--- config.mk ---
export PLATFORM = sky130hd
export DESIGN_NAME = bbf_front_flat
export DESIGN_NICKNAME = d
export VERILOG_FILES = /design/src/rtl/bbf_pkg.sv /design/src/rtl/bbf_cmd_if.sv /design/src/rtl/bbf_front.sv /design/src/flat_wrapper.sv
export SDC_FILE = /design/constraint.sdc
export NUM_CORES = 1
export LEC_CHECK = 0
export BUFFER_PORTS_ARGS = -buffer_cell sky130_fd_sc_hd__buf_4
export CORE_MARGIN = 5
export CORE_UTILIZATION = 35
export CTS_BUF_LIST = sky130_fd_sc_hd__clkbuf_4
export CTS_CLUSTER_SIZE = 24
export DETAILED_ROUTE_END_ITERATION = 7
export SYNTH_ARGS = -nofsm -noshare
export SYNTH_HDL_FRONTEND = slang
export SYNTH_SLANG_ARGS = --single-unit
--- constraint.sdc ---
create_clock -name clk -period 1.8 [get_ports clk]
set_clock_uncertainty 0.05 [all_clocks]
set_input_delay 0.18 -clock clk [delete_from_list [all_inputs] [get_ports clk]]
set_output_delay 0.18 -clock clk [all_outputs]
set_load 0.05 [all_outputs]
--- src/rtl/bbf_pkg.sv ---
// ----------------------------------------------------------------------------
// bbf_pkg: shared constants and types for the bounded byte stream FIFO
// Sizes, operation kinds, command/response records and the control bundles
// passed between the front queue, the engine and the response queue.
// ----------------------------------------------------------------------------
package bbf_pkg;

  // Storage sizing
  localparam int DEPTH       = 1024;
  localparam int MAX_REQUEST = 64;
  localparam int PTR_W       = $clog2(DEPTH);
  localparam int CNT_W       = $clog2(DEPTH + 1);
  localparam int LEN_W       = $clog2(MAX_REQUEST + 1);

  // Fixed field widths of the channels
  localparam int OP_W    = 3;
  localparam int BYTE_W  = 8;
  localparam int REQ_W   = 7;
  localparam int OCC_W   = 11;
  localparam int CAP_W   = 11;
  localparam int TOTAL_W = 64;

  // Register port
  localparam int APB_DATA_W = 32;
  localparam int APB_ADDR_W = 3;
  localparam logic [APB_ADDR_W-3:0] REG_CAPACITY = '0;
  localparam logic [CAP_W-1:0] CAP_RESET = CAP_W'(1024);

  // Operation kinds; unused codes are classified as a status-only request
  typedef enum logic [OP_W-1:0] {
    OP_WRITE = 3'd0,
    OP_PEEK  = 3'd1,
    OP_POP   = 3'd2,
    OP_READ  = 3'd3,
    OP_END   = 3'd4,
    OP_NOP   = 3'd7
  } op_t;

  // Classified command held between front and engine
  typedef struct packed {
    op_t               kind;
    logic [BYTE_W-1:0] data;
    logic [LEN_W-1:0]  len;
  } cmd_t;

  // One response transaction
  typedef struct packed {
    logic [BYTE_W-1:0]  out_byte;
    logic               byte_valid;
    logic               last_of_run;
    logic               write_accepted;
    logic [OCC_W-1:0]   occupancy;
    logic [OCC_W-1:0]   room_left;
    logic               is_empty;
    logic               input_closed;
    logic               end_of_stream;
    logic [TOTAL_W-1:0] total_written;
    logic [TOTAL_W-1:0] total_read;
  } rsp_t;

  // Response queue fill state seen by the engine for issue credit
  typedef struct packed {
    logic [1:0] count;
    logic       pop;
  } rq_status_t;

  // Engine sequencer
  typedef enum logic {
    ENG_IDLE,
    ENG_RUN
  } eng_state_t;

endpackage

--- src/rtl/bbf_cmd_if.sv ---
// ----------------------------------------------------------------------------
// bbf_cmd_if: command channel
// Valid/ready channel carrying one command transaction.
// ----------------------------------------------------------------------------
interface bbf_cmd_if;
  logic                      valid;
  logic                      ready;
  logic [bbf_pkg::OP_W-1:0]  op;
  logic [bbf_pkg::BYTE_W-1:0] write_byte;
  logic [bbf_pkg::REQ_W-1:0] request_length;

  modport source (output valid, output op, output write_byte, output request_length,
                  input ready);
  modport sink   (input valid, input op, input write_byte, input request_length,
                  output ready);
endinterface

--- src/rtl/bbf_front.sv ---
// ----------------------------------------------------------------------------
// bbf_front: command intake
// Accepts command transactions, decodes the operation, caps the requested
// length and holds them in a two-entry queue ahead of the engine.
// ----------------------------------------------------------------------------
module bbf_front (
  input  logic            clk,
  input  logic            rst,
  bbf_cmd_if.sink         cmd,
  output logic            q_valid,
  output bbf_pkg::cmd_t   q_cmd,
  input  logic            q_ready
);

  localparam int RW = bbf_pkg::REQ_W;
  localparam int LW = bbf_pkg::LEN_W;

  bbf_pkg::cmd_t slot [2];
  bbf_pkg::cmd_t decoded;
  logic          wr_ptr;
  logic          rd_ptr;
  logic [1:0]    count;
  logic          push;
  logic          pop;

  assign cmd.ready = (count != 2'd2);
  assign q_valid   = (count != 2'd0);
  assign q_cmd     = slot[rd_ptr];
  assign push      = cmd.valid && cmd.ready;
  assign pop       = q_valid && q_ready;

  // Decode operation and cap request length
  always_comb begin
    case (cmd.op)
      bbf_pkg::OP_WRITE: decoded.kind = bbf_pkg::OP_WRITE;
      bbf_pkg::OP_PEEK:  decoded.kind = bbf_pkg::OP_PEEK;
      bbf_pkg::OP_POP:   decoded.kind = bbf_pkg::OP_POP;
      bbf_pkg::OP_READ:  decoded.kind = bbf_pkg::OP_READ;
      bbf_pkg::OP_END:   decoded.kind = bbf_pkg::OP_END;
      default:           decoded.kind = bbf_pkg::OP_NOP;
    endcase
    decoded.data = cmd.write_byte;
    if (cmd.request_length > RW'(bbf_pkg::MAX_REQUEST)) begin
      decoded.len = LW'(bbf_pkg::MAX_REQUEST);
    end else begin
      decoded.len = LW'(cmd.request_length);
    end
  end

  // Queue control
  always_ff @(posedge clk) begin
    if (rst) begin
      wr_ptr <= 1'b0;
      rd_ptr <= 1'b0;
      count  <= 2'd0;
    end else begin
      if (push) wr_ptr <= ~wr_ptr;
      if (pop)  rd_ptr <= ~rd_ptr;
      count <= count + {1'b0, push} - {1'b0, pop};
    end
  end

  // Queue storage
  always_ff @(posedge clk) begin
    if (push) slot[wr_ptr] <= decoded;
  end

endmodule

--- src/flat_wrapper.sv ---
// flat-port wrapper written by rule: the top's interface ports become plain ports
module bbf_front_flat 
  (clk, rst, q_valid, q_cmd, q_ready, cmd_valid, cmd_op, cmd_write_byte, cmd_request_length, cmd_ready);
  bbf_cmd_if cmd_i ();
  input  logic clk;
  input  logic rst;
  output logic q_valid;
  output bbf_pkg::cmd_t q_cmd;
  input  logic q_ready;
  input wire logic [$bits(cmd_i.valid)-1:0] cmd_valid;
  input wire logic [$bits(cmd_i.op)-1:0] cmd_op;
  input wire logic [$bits(cmd_i.write_byte)-1:0] cmd_write_byte;
  input wire logic [$bits(cmd_i.request_length)-1:0] cmd_request_length;
  output wire logic [$bits(cmd_i.ready)-1:0] cmd_ready;
  assign cmd_i.valid = cmd_valid;
  assign cmd_i.op = cmd_op;
  assign cmd_i.write_byte = cmd_write_byte;
  assign cmd_i.request_length = cmd_request_length;
  assign cmd_ready = cmd_i.ready;
  bbf_front u_core (.clk(clk), .rst(rst), .cmd(cmd_i), .q_valid(q_valid), .q_cmd(q_cmd), .q_ready(q_ready));
endmodule
== Yosys cells after proc, flatten, opt, wreduce, memory -nomap -nowiden ==
Memory sizes are Yosys's and may differ from the RTL's. A register that Yosys moved wholly into a read port is not among the register bits.
Cells that the tools add are included.
Word-level totals
  bits in writable memories: 36
  bits of input ports: 22
  memories kept: 1
  flip-flop bits (word level): 4
  logic and storage cells: 24
Memory list
  u_core.slot: depth 2, width 18, read ports 1, clocked after Yosys merged registers in 1, write ports 1, RTL line bbf_front.sv:18  | bbf_pkg::cmd_t slot [2];
Cells by class
  order comparisons: 1
  reduce and logical (&&, ||, !) cells: 4
  bitwise gates (word level): 2
  equality and inequality tests: 5
  multiplexer cells: 6
  add/sub/neg operators: 2
Operator list (count)
  $pmux 3 s5: 1
  $gt 7x7->1 const B: 1
  $mux 7: 1
  $eq 3x2->1 const B: 2
  $mux 1: 4
  $eq 3x1->1 const B: 1
  $eq 3x3->1 const B: 1
  $logic_not 3->1: 1
  $add 2x1->2: 1
  $logic_and 1x1->1: 2
  $ne 2x2->1 const B: 1
  $not 1->1: 2
  $reduce_bool 2->1: 1
  $sub 2x1->2: 1

== Logic depth before layout (Yosys ltp) ==
  depth in word-level cells: 4
  depth in mapped cells: 7
  depth with buffers taken out: 7

== Least setup slack after synthesis ==
Ideal clock, no wire load.
  path kind: register -> register
  start: register u_core.count[0]
  end: memory u_core.slot[0][0] (netlist name), enable pin
  library setup time: 395 ps
  path slack: -351 ps
  cell stages (with the launch flop): 4
  arrival: 1707 ps
  period minus slack after synthesis: 2151 ps
  cell sequence: dfxtp_1 > nand2b_2 > and2_4 > nor2b_1
On the way
  cells in the longest elaborated chain, start to end: 4
Ends and longest elaborated chain
  from (decl): RTL line bbf_front.sv:22  | logic [1:0] count;
  from (signal assigned): RTL line bbf_front.sv:59  | count <= count + {1'b0, push} - {1'b0, pop};
  $ne 2x2->1: RTL line bbf_front.sv:26  | assign cmd.ready = (count != 2'd2);
  net cmd_ready: RTL line flat_wrapper.sv:14  | output wire logic [$bits(cmd_i.ready)-1:0] cmd_ready;
  $logic_and 1x1->1: RTL line bbf_front.sv:29  | assign push = cmd.valid && cmd.ready;
  net u_core.push: RTL line bbf_front.sv:23  | logic push;
  $mux 1: RTL line bbf_front.sv:65  | if (push) slot[wr_ptr] <= decoded;
  $mux 1 (not written as such): RTL line bbf_front.sv:65
  to (decl): RTL line bbf_front.sv:18
The timed path passes the listed nets, and every way through them passes these cells.

==> qor.txt <==
Fraction of registers with async set/reset - 0%
Num CTS Buffers - 5
Top cells by area, synth - edfxtp_1 (65%), mux2_4 (9.1%), dfxtp_1 (6.0%), mux2_2 (5.4%), nor2b_1 (3.0%)
Worst EP required - 1.57 ns
Outcome - completed
Root buffer cell - clkbuf_4
Total power divided by cell area - 1430 mW/mm²
Total grt overflow - 0
Setup CP Type - flop to output port
Synth top area share - 65.3%
Routed vias - 940
Postcts setup bufs - 0
Rel. slew slack - 83.6%
Slowest Stage Delay on Critical Path - 0.37 ns
Largest net degree at the start of global routing - 19
CP max stage cell - mux2_2
Chip height - 78.8 µm
Die ar. - 0.00621 mm²
RSZ-0062 raised after global routing - no
Clock-pin slew on the worst setup and hold paths - 0.11 ns
H-Tree Depth - 2
PortBufs - 41
Initial antenna violation count - 0
CP most frequent cell - buf_4
Place WS - 0.182 ns
DR WL/cell - 14.0 µm
Fmax - 599 MHz
WHS - 0.0370 ns
First-pass GRT wire length - 4730 µm
Antenna Violating Nets Remaining - 0
Antenna diodes - 0
Design area - 0.00218 mm²
MaxCap Viol Count - 0
Cells after DPL - 188
Skew-Pair Late Insertion Delay - 0.33 ns
Share of post-route cells with drive strength above 1 - 49.0%
CTS Hold Bufs - 10
Number of global-route vias before repair - 1042
CP endpoint kind - output port
Row cnt - 25
Detailed Routing Iterations Pass 1 - 4
Worst Tran Pin Value - 0.246 ns
CTS tree - yes
Synth Flop Type - edfxtp_1
Area leader, netlist - edfxtp_1
Leakage - 0.874 nW
Worst Path Buf+Inv - 2
Cell Count, Final, Fillers Out - 205
CTS max path bufs - 2
Post-DP HPWL - 2100 µm
Largest fanout on the critical path - 11
FF+latch count, synth - 41
Area growth, synth to finish - 31.6%
Clock period minus worst slack - 1.67 ns
Post-cts repair resize count - 0
Total Wirelength - 2870 µm
Vias/cell - 4.59
Yosys warns - 0
RD Place Congestion - 0.729
Final TNS setup - 0 ns
CP delay by family, top - buffers and inverters
Commonest cells post-synth - edfxtp_1 (36), mux2_4 (10), mux2_2 (8), nor2b_1 (8), dfxtp_1 (5)
Clock Sink Count - 41
Critical path, cell by cell - buf_4, mux2_2, buf_4
Initial Util - 35.5%
Number of I/O pins - 42
Tcrit/Tclk final - 92.7%
PnR worst setup slack - 0.132 ns
1st-iter DRT viols - 33
Syn_nets - 117
Post-Syn Area per Cell - 17.8 µm²
Slew Viols, Final - 0
Final setup viols - 0
Cell Area, Synth - 0.00166 mm²
CP arrival - 1.44 ns
Number of distinct library cells after synthesis - 24
Fin. Hold Viols - 0
Area after DPL - 0.00203 mm²
# DRC - 0
Count leader, synth - edfxtp_1
Core area - 0.00466 mm²
Register area share after synthesis - 71.3%
Startpoint type of the worst setup path - flop
Syn Inst Count - 93
Width of the die - 78.8 µm
Total Routing Usage GR - 10.1%
Nets - 175
VDD IR max - 0.965 mV
HP Class - primary input to flop
Post-synth EDFFs - 36
## per-layer routing
metal | global-route usage, % | share of wire (%)
met5 | 0 | 0
met4 | 3.67 | 1.2
met3 | 3.97 | 7.4
met2 | 17.8 | 53
met1 | 10.9 | 39
## logic make-up after synthesis
logic type	Yosys count	share of synthesized area [%]
DFF	41	71.3
and+or+nand+nor	20	7.10
muxes	18	14.5
buffers and inverters	6	2.79
AOI/OAI and AO/OA	4	1.74
xor gates and xnor gates	2	1.06
adders and majority gates	2	1.51
## cell usage in the layout (no fill, tap or decap), types with 4 or more instances in the layout
| cell type | synthesis | final |
|---|---|---|
| buf_4 | 0 | 45 |
| clkbuf_4 | 0 | 6 |
| dfxtp_1 | 5 | 5 |
| dlygate4sd3_1 | 0 | 10 |
| edfxtp_1 | 36 | 36 |
| mux2_2 | 8 | 8 |
| mux2_4 | 10 | 10 |
| nor2_1 | 4 | 4 |
| nor2b_1 | 8 | 7 |
## registers in the layout, summed over array words and instances (netlist names), named ones only
name and cells:
u_core.rd_ptr 1, u_core.wr_ptr 1, u_core.count 2, u_core.slot 36
## worst paths after layout
check / slack [ns] / to / cells after the start / startpoint
setup reg to reg: 0.16 / u_core.count[1] / 7 / u_core.count[1]
setup / recovery: 0.13 / q_cmd[3] / 3 / flop
hold reg to reg: 0.51 / u_core.rd_ptr / 2 / u_core.rd_ptr
hold / removal: 0.04 / u_core.slot[0][6] / 1 / cmd_request_length[6]
## cell type report
cell class | instances | area [µm²]
inverter | 2 | 7.51
clock buffer | 6 | 45.0
timing repair buffer | 55 | 438
multi-input combinational | 46 | 437
tap | 54 | 67.6
fill | 408 | 2480
sequential | 41 | 1180
clock inverter | 1 | 3.75
## through the flow
| stage | util (%) | total power, mW |
|---|---|---|
| after floorplan | - | 2.37 |
| after global placement | 43.6 | 2.70 |
| after detailed placement | 43.6 | 2.73 |
| after CTS | 46.8 | 3.16 |
| after global routing | 46.8 | 3.28 |
| final | 46.8 | 3.11 |
## power by group
part | switching, mW | internal, mW | total (mW)
Clock | 0.257 | 0.157 | 0.414
Combinational | 0.885 | 0.549 | 1.43
Sequential | 0.0566 | 1.21 | 1.27
## worst reg2reg max path: cells and delay by family, from the launching register on
kind	cells	cell delay (ns)
buffers and inverters	1	0.04
DFF	1	0.36
AOI/OAI and AO/OA	1	0.24
and+or+nand+nor	2	0.28
xor gates and xnor gates	1	0.15
adders and majority gates	2	0.46
Power figures use the tool's default switching activity.
