`config.mk`:
```
export PLATFORM = sky130hd
export DESIGN_NAME = bbf_rsp_queue_flat
export DESIGN_NICKNAME = d
export VERILOG_FILES = /design/src/rtl/bbf_pkg.sv /design/src/rtl/bbf_rsp_if.sv /design/src/rtl/bbf_rsp_queue.sv /design/src/flat_wrapper.sv
export SDC_FILE = /design/constraint.sdc
export NUM_CORES = 1
export LEC_CHECK = 0
export BUFFER_PORTS_ARGS = -buffer_cell sky130_fd_sc_hd__buf_4
export CAP_MARGIN = 15
export CORE_MARGIN = 4
export CORE_UTILIZATION = 47
export CTS_CLUSTER_DIAMETER = 80
export DETAILED_ROUTE_END_ITERATION = 16
export PLACE_DENSITY = 0.76
export SYNTH_ARGS = -nofsm -noshare
export SYNTH_HDL_FRONTEND = slang
export SYNTH_SLANG_ARGS = --single-unit
export TNS_END_PERCENT = 5
```
`constraint.sdc`:
```
create_clock -name clk -period 8.6 [get_ports clk]
set_input_delay 1.29 -clock clk [delete_from_list [all_inputs] [get_ports clk]]
set_output_delay 1.29 -clock clk [all_outputs]
set_load 0.05 [all_outputs]
```
`src/rtl/bbf_pkg.sv`:
```
// ----------------------------------------------------------------------------
// bbf_pkg: shared constants and types for the bounded byte stream FIFO
// Sizes, operation kinds, command/response records and the control bundles
// passed between the front queue, the engine and the response queue.
// ----------------------------------------------------------------------------
package bbf_pkg;

  // Storage sizing
  localparam int DEPTH       = 1024;
  localparam int MAX_REQUEST = 64;
  localparam int PTR_W       = $clog2(DEPTH);
  localparam int CNT_W       = $clog2(DEPTH + 1);
  localparam int LEN_W       = $clog2(MAX_REQUEST + 1);

  // Fixed field widths of the channels
  localparam int OP_W    = 3;
  localparam int BYTE_W  = 8;
  localparam int REQ_W   = 7;
  localparam int OCC_W   = 11;
  localparam int CAP_W   = 11;
  localparam int TOTAL_W = 64;

  // Register port
  localparam int APB_DATA_W = 32;
  localparam int APB_ADDR_W = 3;
  localparam logic [APB_ADDR_W-3:0] REG_CAPACITY = '0;
  localparam logic [CAP_W-1:0] CAP_RESET = CAP_W'(1024);

  // Operation kinds; unused codes are classified as a status-only request
  typedef enum logic [OP_W-1:0] {
    OP_WRITE = 3'd0,
    OP_PEEK  = 3'd1,
    OP_POP   = 3'd2,
    OP_READ  = 3'd3,
    OP_END   = 3'd4,
    OP_NOP   = 3'd7
  } op_t;

  // Classified command held between front and engine
  typedef struct packed {
    op_t               kind;
    logic [BYTE_W-1:0] data;
    logic [LEN_W-1:0]  len;
  } cmd_t;

  // One response transaction
  typedef struct packed {
    logic [BYTE_W-1:0]  out_byte;
    logic               byte_valid;
    logic               last_of_run;
    logic               write_accepted;
    logic [OCC_W-1:0]   occupancy;
    logic [OCC_W-1:0]   room_left;
    logic               is_empty;
    logic               input_closed;
    logic               end_of_stream;
    logic [TOTAL_W-1:0] total_written;
    logic [TOTAL_W-1:0] total_read;
  } rsp_t;

  // Response queue fill state seen by the engine for issue credit
  typedef struct packed {
    logic [1:0] count;
    logic       pop;
  } rq_status_t;

  // Engine sequencer
  typedef enum logic {
    ENG_IDLE,
    ENG_RUN
  } eng_state_t;

endpackage

```
`src/rtl/bbf_rsp_if.sv`:
```
// ----------------------------------------------------------------------------
// bbf_rsp_if: response channel
// Valid/ready channel carrying one response transaction with status.
// ----------------------------------------------------------------------------
interface bbf_rsp_if;
  logic                         valid;
  logic                         ready;
  logic [bbf_pkg::BYTE_W-1:0]   out_byte;
  logic                         byte_valid;
  logic                         last_of_run;
  logic                         write_accepted;
  logic [bbf_pkg::OCC_W-1:0]    occupancy;
  logic [bbf_pkg::OCC_W-1:0]    room_left;
  logic                         is_empty;
  logic                         input_closed;
  logic                         end_of_stream;
  logic [bbf_pkg::TOTAL_W-1:0]  total_written;
  logic [bbf_pkg::TOTAL_W-1:0]  total_read;

  modport source (output valid, output out_byte, output byte_valid, output last_of_run,
                  output write_accepted, output occupancy, output room_left,
                  output is_empty, output input_closed, output end_of_stream,
                  output total_written, output total_read, input ready);
  modport sink   (input valid, input out_byte, input byte_valid, input last_of_run,
                  input write_accepted, input occupancy, input room_left,
                  input is_empty, input input_closed, input end_of_stream,
                  input total_written, input total_read, output ready);
endinterface

```
`src/rtl/bbf_rsp_queue.sv`:
```
// ----------------------------------------------------------------------------
// bbf_rsp_queue: response output queue
// Two-entry queue that decouples the engine from a stalling response sink
// and reports its fill state back for issue credit.
// ----------------------------------------------------------------------------
module bbf_rsp_queue (
  input  logic                 clk,
  input  logic                 rst,
  input  logic                 push,
  input  bbf_pkg::rsp_t        push_rsp,
  output bbf_pkg::rq_status_t  status,
  bbf_rsp_if.source            rsp
);

  bbf_pkg::rsp_t slot [2];
  bbf_pkg::rsp_t head_rsp;
  logic          wr_ptr;
  logic          rd_ptr;
  logic [1:0]    count;
  logic          pop;

  assign pop          = rsp.valid && rsp.ready;
  assign status.count = count;
  assign status.pop   = pop;

  // Queue control
  always_ff @(posedge clk) begin
    if (rst) begin
      wr_ptr <= 1'b0;
      rd_ptr <= 1'b0;
      count  <= 2'd0;
    end else begin
      if (push) wr_ptr <= ~wr_ptr;
      if (pop)  rd_ptr <= ~rd_ptr;
      count <= count + {1'b0, push} - {1'b0, pop};
    end
  end

  // Queue storage
  always_ff @(posedge clk) begin
    if (push) slot[wr_ptr] <= push_rsp;
  end

  // Drive the response channel from the oldest entry
  assign head_rsp           = slot[rd_ptr];
  assign rsp.valid          = (count != 2'd0);
  assign rsp.out_byte       = head_rsp.out_byte;
  assign rsp.byte_valid     = head_rsp.byte_valid;
  assign rsp.last_of_run    = head_rsp.last_of_run;
  assign rsp.write_accepted = head_rsp.write_accepted;
  assign rsp.occupancy      = head_rsp.occupancy;
  assign rsp.room_left      = head_rsp.room_left;
  assign rsp.is_empty       = head_rsp.is_empty;
  assign rsp.input_closed   = head_rsp.input_closed;
  assign rsp.end_of_stream  = head_rsp.end_of_stream;
  assign rsp.total_written  = head_rsp.total_written;
  assign rsp.total_read     = head_rsp.total_read;

endmodule

```
`src/flat_wrapper.sv`:
```
// flat-port wrapper written by rule: the top's interface ports become plain ports
module bbf_rsp_queue_flat 
  (clk, rst, push, push_rsp, status, rsp_valid, rsp_out_byte, rsp_byte_valid, rsp_last_of_run, rsp_write_accepted, rsp_occupancy, rsp_room_left, rsp_is_empty, rsp_input_closed, rsp_end_of_stream, rsp_total_written, rsp_total_read, rsp_ready);
  bbf_rsp_if rsp_i ();
  input  logic clk;
  input  logic rst;
  input  logic push;
  input  bbf_pkg::rsp_t push_rsp;
  output bbf_pkg::rq_status_t status;
  output wire logic [$bits(rsp_i.valid)-1:0] rsp_valid;
  output wire logic [$bits(rsp_i.out_byte)-1:0] rsp_out_byte;
  output wire logic [$bits(rsp_i.byte_valid)-1:0] rsp_byte_valid;
  output wire logic [$bits(rsp_i.last_of_run)-1:0] rsp_last_of_run;
  output wire logic [$bits(rsp_i.write_accepted)-1:0] rsp_write_accepted;
  output wire logic [$bits(rsp_i.occupancy)-1:0] rsp_occupancy;
  output wire logic [$bits(rsp_i.room_left)-1:0] rsp_room_left;
  output wire logic [$bits(rsp_i.is_empty)-1:0] rsp_is_empty;
  output wire logic [$bits(rsp_i.input_closed)-1:0] rsp_input_closed;
  output wire logic [$bits(rsp_i.end_of_stream)-1:0] rsp_end_of_stream;
  output wire logic [$bits(rsp_i.total_written)-1:0] rsp_total_written;
  output wire logic [$bits(rsp_i.total_read)-1:0] rsp_total_read;
  input wire logic [$bits(rsp_i.ready)-1:0] rsp_ready;
  assign rsp_valid = rsp_i.valid;
  assign rsp_out_byte = rsp_i.out_byte;
  assign rsp_byte_valid = rsp_i.byte_valid;
  assign rsp_last_of_run = rsp_i.last_of_run;
  assign rsp_write_accepted = rsp_i.write_accepted;
  assign rsp_occupancy = rsp_i.occupancy;
  assign rsp_room_left = rsp_i.room_left;
  assign rsp_is_empty = rsp_i.is_empty;
  assign rsp_input_closed = rsp_i.input_closed;
  assign rsp_end_of_stream = rsp_i.end_of_stream;
  assign rsp_total_written = rsp_i.total_written;
  assign rsp_total_read = rsp_i.total_read;
  assign rsp_i.ready = rsp_ready;
  bbf_rsp_queue u_core (.clk(clk), .rst(rst), .push(push), .push_rsp(push_rsp), .status(status), .rsp(rsp_i));
endmodule
```
# == Yosys cells after proc, flatten, opt, wreduce, memory -nomap -nowiden ==
# Memory sizes are Yosys's and may differ from the RTL's. A register that Yosys moved wholly into a read port is not among the register bits.
# Cells that the tools add are included.
# op_classes
bitwise,2
add_sub_neg,2
muxes,4
reduce_logical,2
# op_table
op,n
$mux 1,4
$add 2x1->2,1
$not 1->1,2
$reduce_bool 2->1,1
$sub 2x1->2,1
$logic_and 1x1->1,1
# totals
n_memories,1
ramBits,328
ff_bits,4
output_inout_bits,168
# memory_table
memory,words,word_bits,read_ports,rd_clocked_by_memory_dff,wr,line,source
u_core.slot,2,164,1,1,1,bbf_rsp_queue.sv:15,bbf_pkg::rsp_t slot [2];

# == Longest topological paths before layout ==
# logic_depth
depth_word,4
mapped_depth,6
depth_no_buf,6

# == Worst setup path after synthesis ==
# OpenSTA, ideal clock, no wires.
# synth_timing
path_type,input to register
start,input port push
end,"memory u_core.slot[0][0] (netlist bit), enable pin"
slack_ns,-0.486
n_path_buf,0
setup_time_ns,0.710
cell_stages,1
t_arrival_ns,8.376
cell_sequence,nor2b_1
# synth_via
elab_chain_len,2
# synth_lines
item,line,source
"start, declared",flat_wrapper.sv:7,input logic push;
$mux 1,bbf_rsp_queue.sv:41,if (push) slot[wr_ptr] <= push_rsp;
$mux 1 (not written as such),bbf_rsp_queue.sv:41,
"end, declared",bbf_rsp_queue.sv:15,
# Every way passes these cells.

==> flow_summary.toml <==
[route]
wl_per_cell_um = 19.7
route.met2.wl_um = 12700
via_per_inst = 4.96
first_pass_iters = 4
maxUsedRoutingLayer = "met4"
drc = 0
vias = 6169
met1Wirelength_um = 8890
wirelength_um = 24500
ant_nets = 0
drt_iter0_markers = 380
wl_met3_um = 2180

[worst_setup_path]
critPathCapture = "rsp_total_written[49]"
ff2ff_setup_slack_ns = 6.48
arrival_ns = 2.54
cp.required_ns = 7.31
crit_path_start_kind = "flip-flop"
end_kind = "output pin"
cp_max_fo = 70
rr_startpoint = "u_core.wr_ptr"
timing.rr.end = "u_core.slot[0][156]"
rr_worst_depth = 2
crit_type = "reg2out"

[sta]
drv_slew = 0
fin_ws_ns = 4.77
setup-violations-final = 0
post-route-period-util_pct = 44.5
finalCriticalPeriod_ns = 3.83
rsz0062_at_grt = "false"
slew-limit-headroom_pct = 33.1
worst_slew_pin_slew_ns = 1.00
clock_skew_ns = 0.00982
max_freq_mhz = 261
hold_viol = 0
fin_setup_tns_ns = 0

[flow_run]
cap_violations = 0

[global_routing]
grt_pass1_wl_um = 36700
grt_pass1_vias = 6542
grt_max_degree = 75
grt_overflow = 0
grt_use_total_pct = 16.5
antenna_found_initial = 0

[synthesis]
synth_top_family_by_area = "multiplexers"
synthCells = 533
synth.avg_cell_area_sq_um = 22.8
synthDominantCellAreaShare_pct = 80.9
synth_xor_area_share_pct = 0.257
synth_seq_cells = 333
yosysTopAreaCell = "edfxtp_1"
yosysWarningCount = 0
synth.area.top_cells = "edfxtp_1 81%, mux2_2 15%, clkbuf_8 1.5%"
synthMuxAreaShare_pct = 15.4
synth_compound_area_share_pct = 0.0617
syn-num-nets = 703
synthSimpleGateAreaFrac_pct = 0.349
seq_area_frac_synth_pct = 81.7
synth_cell_type_count = 15
synth_area_sq_um = 12200
synth_adder_area_share_pct = 0.206

[outcome]
status = "finished, final reports clean"

[layout]
final_util_pct = 63.1
final_cell_mix = "341 x buf_4, 328 x edfxtp_1, 166 x mux2_2"
layout_commonest_cell = "buf_4"
antenna_cells = 0
num-fill-cells = 1798
nets = 1062
drive_gt1_share_pct = 60.8
area_growth_pct = 31.3

[worst_hold_path]
hold_class = "reg2reg"

[power_and_ir_drop]
ir_drop_mv = 0.199
powerDensity_nw_per_um2 = 297
p_leak_nw = 5.96
power.total_mw = 4.75

[cts]
post-cts-setup-buffers = 0
numCtsBuffers = 35
ctsHoldBuffers = 0
clk_path_buf_depth = 3
cts_root_buffer = "clkbuf_16"
cts_tree = "yes"
cts_resized = 0
htreeDepth = 2
clock_latency_ns = 0.49
clk_pin_slew_ns = 0.06
cts.sinks = 333

[placed_design]
gp_routability_congestion = 0.771
io_buffers = 335
dpl_worst_slack_ns = 5.26
hpwl_um = 16600

[die]
boundaryPins = 336
core_area_sq_um = 25300
die_w_um = 169
rows = 58
die_area_sq_um = 28500
initial_core_util_pct = 48.1
die_y_um = 169
==> metal layers <==
metal	vias up	GRT usage, %
li1	2848	-
met1	3028	18.9
met2	245	28.7
met3	48	5.93
met4	0	5.93
met5	-	0
==> how the worst min path moves through the flow <==
stage / startpoint / endpoint / slack, ns / depth (start not counted)
floorplan: u_core.wr_ptr / u_core.wr_ptr / 0.51 / 2
global placement: u_core.rd_ptr / flip-flop / 0.56 / 2
detailed placement: u_core.wr_ptr / u_core.wr_ptr / 0.59 / 2
CTS: u_core.wr_ptr / u_core.wr_ptr / 0.61 / 2
global route: u_core.wr_ptr / u_core.wr_ptr / 0.62 / 2
finish: u_core.wr_ptr / u_core.wr_ptr / 0.60 / 2
==> state kept, by name, indices dropped and copies added (netlist names), named ones only <==
signal / count
u_core.rd_ptr: 1
u_core.slot: 328
u_core.count: 2
u_core.wr_ptr: 1
==> metrics by stage <==
| stage | hold WS (ns) | instance area (sq um) | std cells |
|---|---|---|---|
| floorplan | 0.515 | 12200 | 533 |
| global route | 0.621 | 16000 | 1244 |
| global placement | 0.565 | 14900 | 1185 |
| CTS | 0.605 | 16000 | 1244 |
| finish | 0.597 | 16000 | 1244 |
| detailed placement | 0.590 | 14900 | 1185 |
==> worst max-delay path, cell delays in order (launching register included) <==
cell,delay [ns]
dfxtp_4,0.56
buf_4,0.75
mux2_2,0.44
buf_4,0.19
==> Yosys cell counts <==
library cell	number
nor2b_1	3
xnor2_1	1
xnor3_1	1
or2_2	1
dfxtp_1	5
edfxtp_1	328
buf_6	5
ha_1	2
and2_1	1
nor2_1	3
clkbuf_8	13
o21a_1	1
inv_1	2
mux2_2	166
buf_4	1
==> final cells by class <==
cell class              instances  area, sq um  share of cell area (%)
clock buffers                  43          948                    5.93
multi-input cells             179         1990                    12.4
repair buffers                341         2560                    16.0
well taps                     330          413                    2.58
clock inverters                16          123                   0.767
flip-flops and latches        333         9950                    62.2
inverters                       2         7.51                  0.0469
==> power by group <==
group	leakage [nW]	switching (mW)	internal, mW
Sequential	3.12	0.0416	1.90
Clock	0.524	0.558	0.838
Combinational	2.32	0.923	0.485
Total	5.96	1.52	3.23
==> logic make-up after synthesis <==
family	Yosys count
AOI/OAI and AO/OA	1
muxes	166
buffers and inverters	21
DFF	333
adders and majority gates	2
xor gates and xnor gates	2
and+or+nand+nor	8
Power figures use the tool's default switching activity.
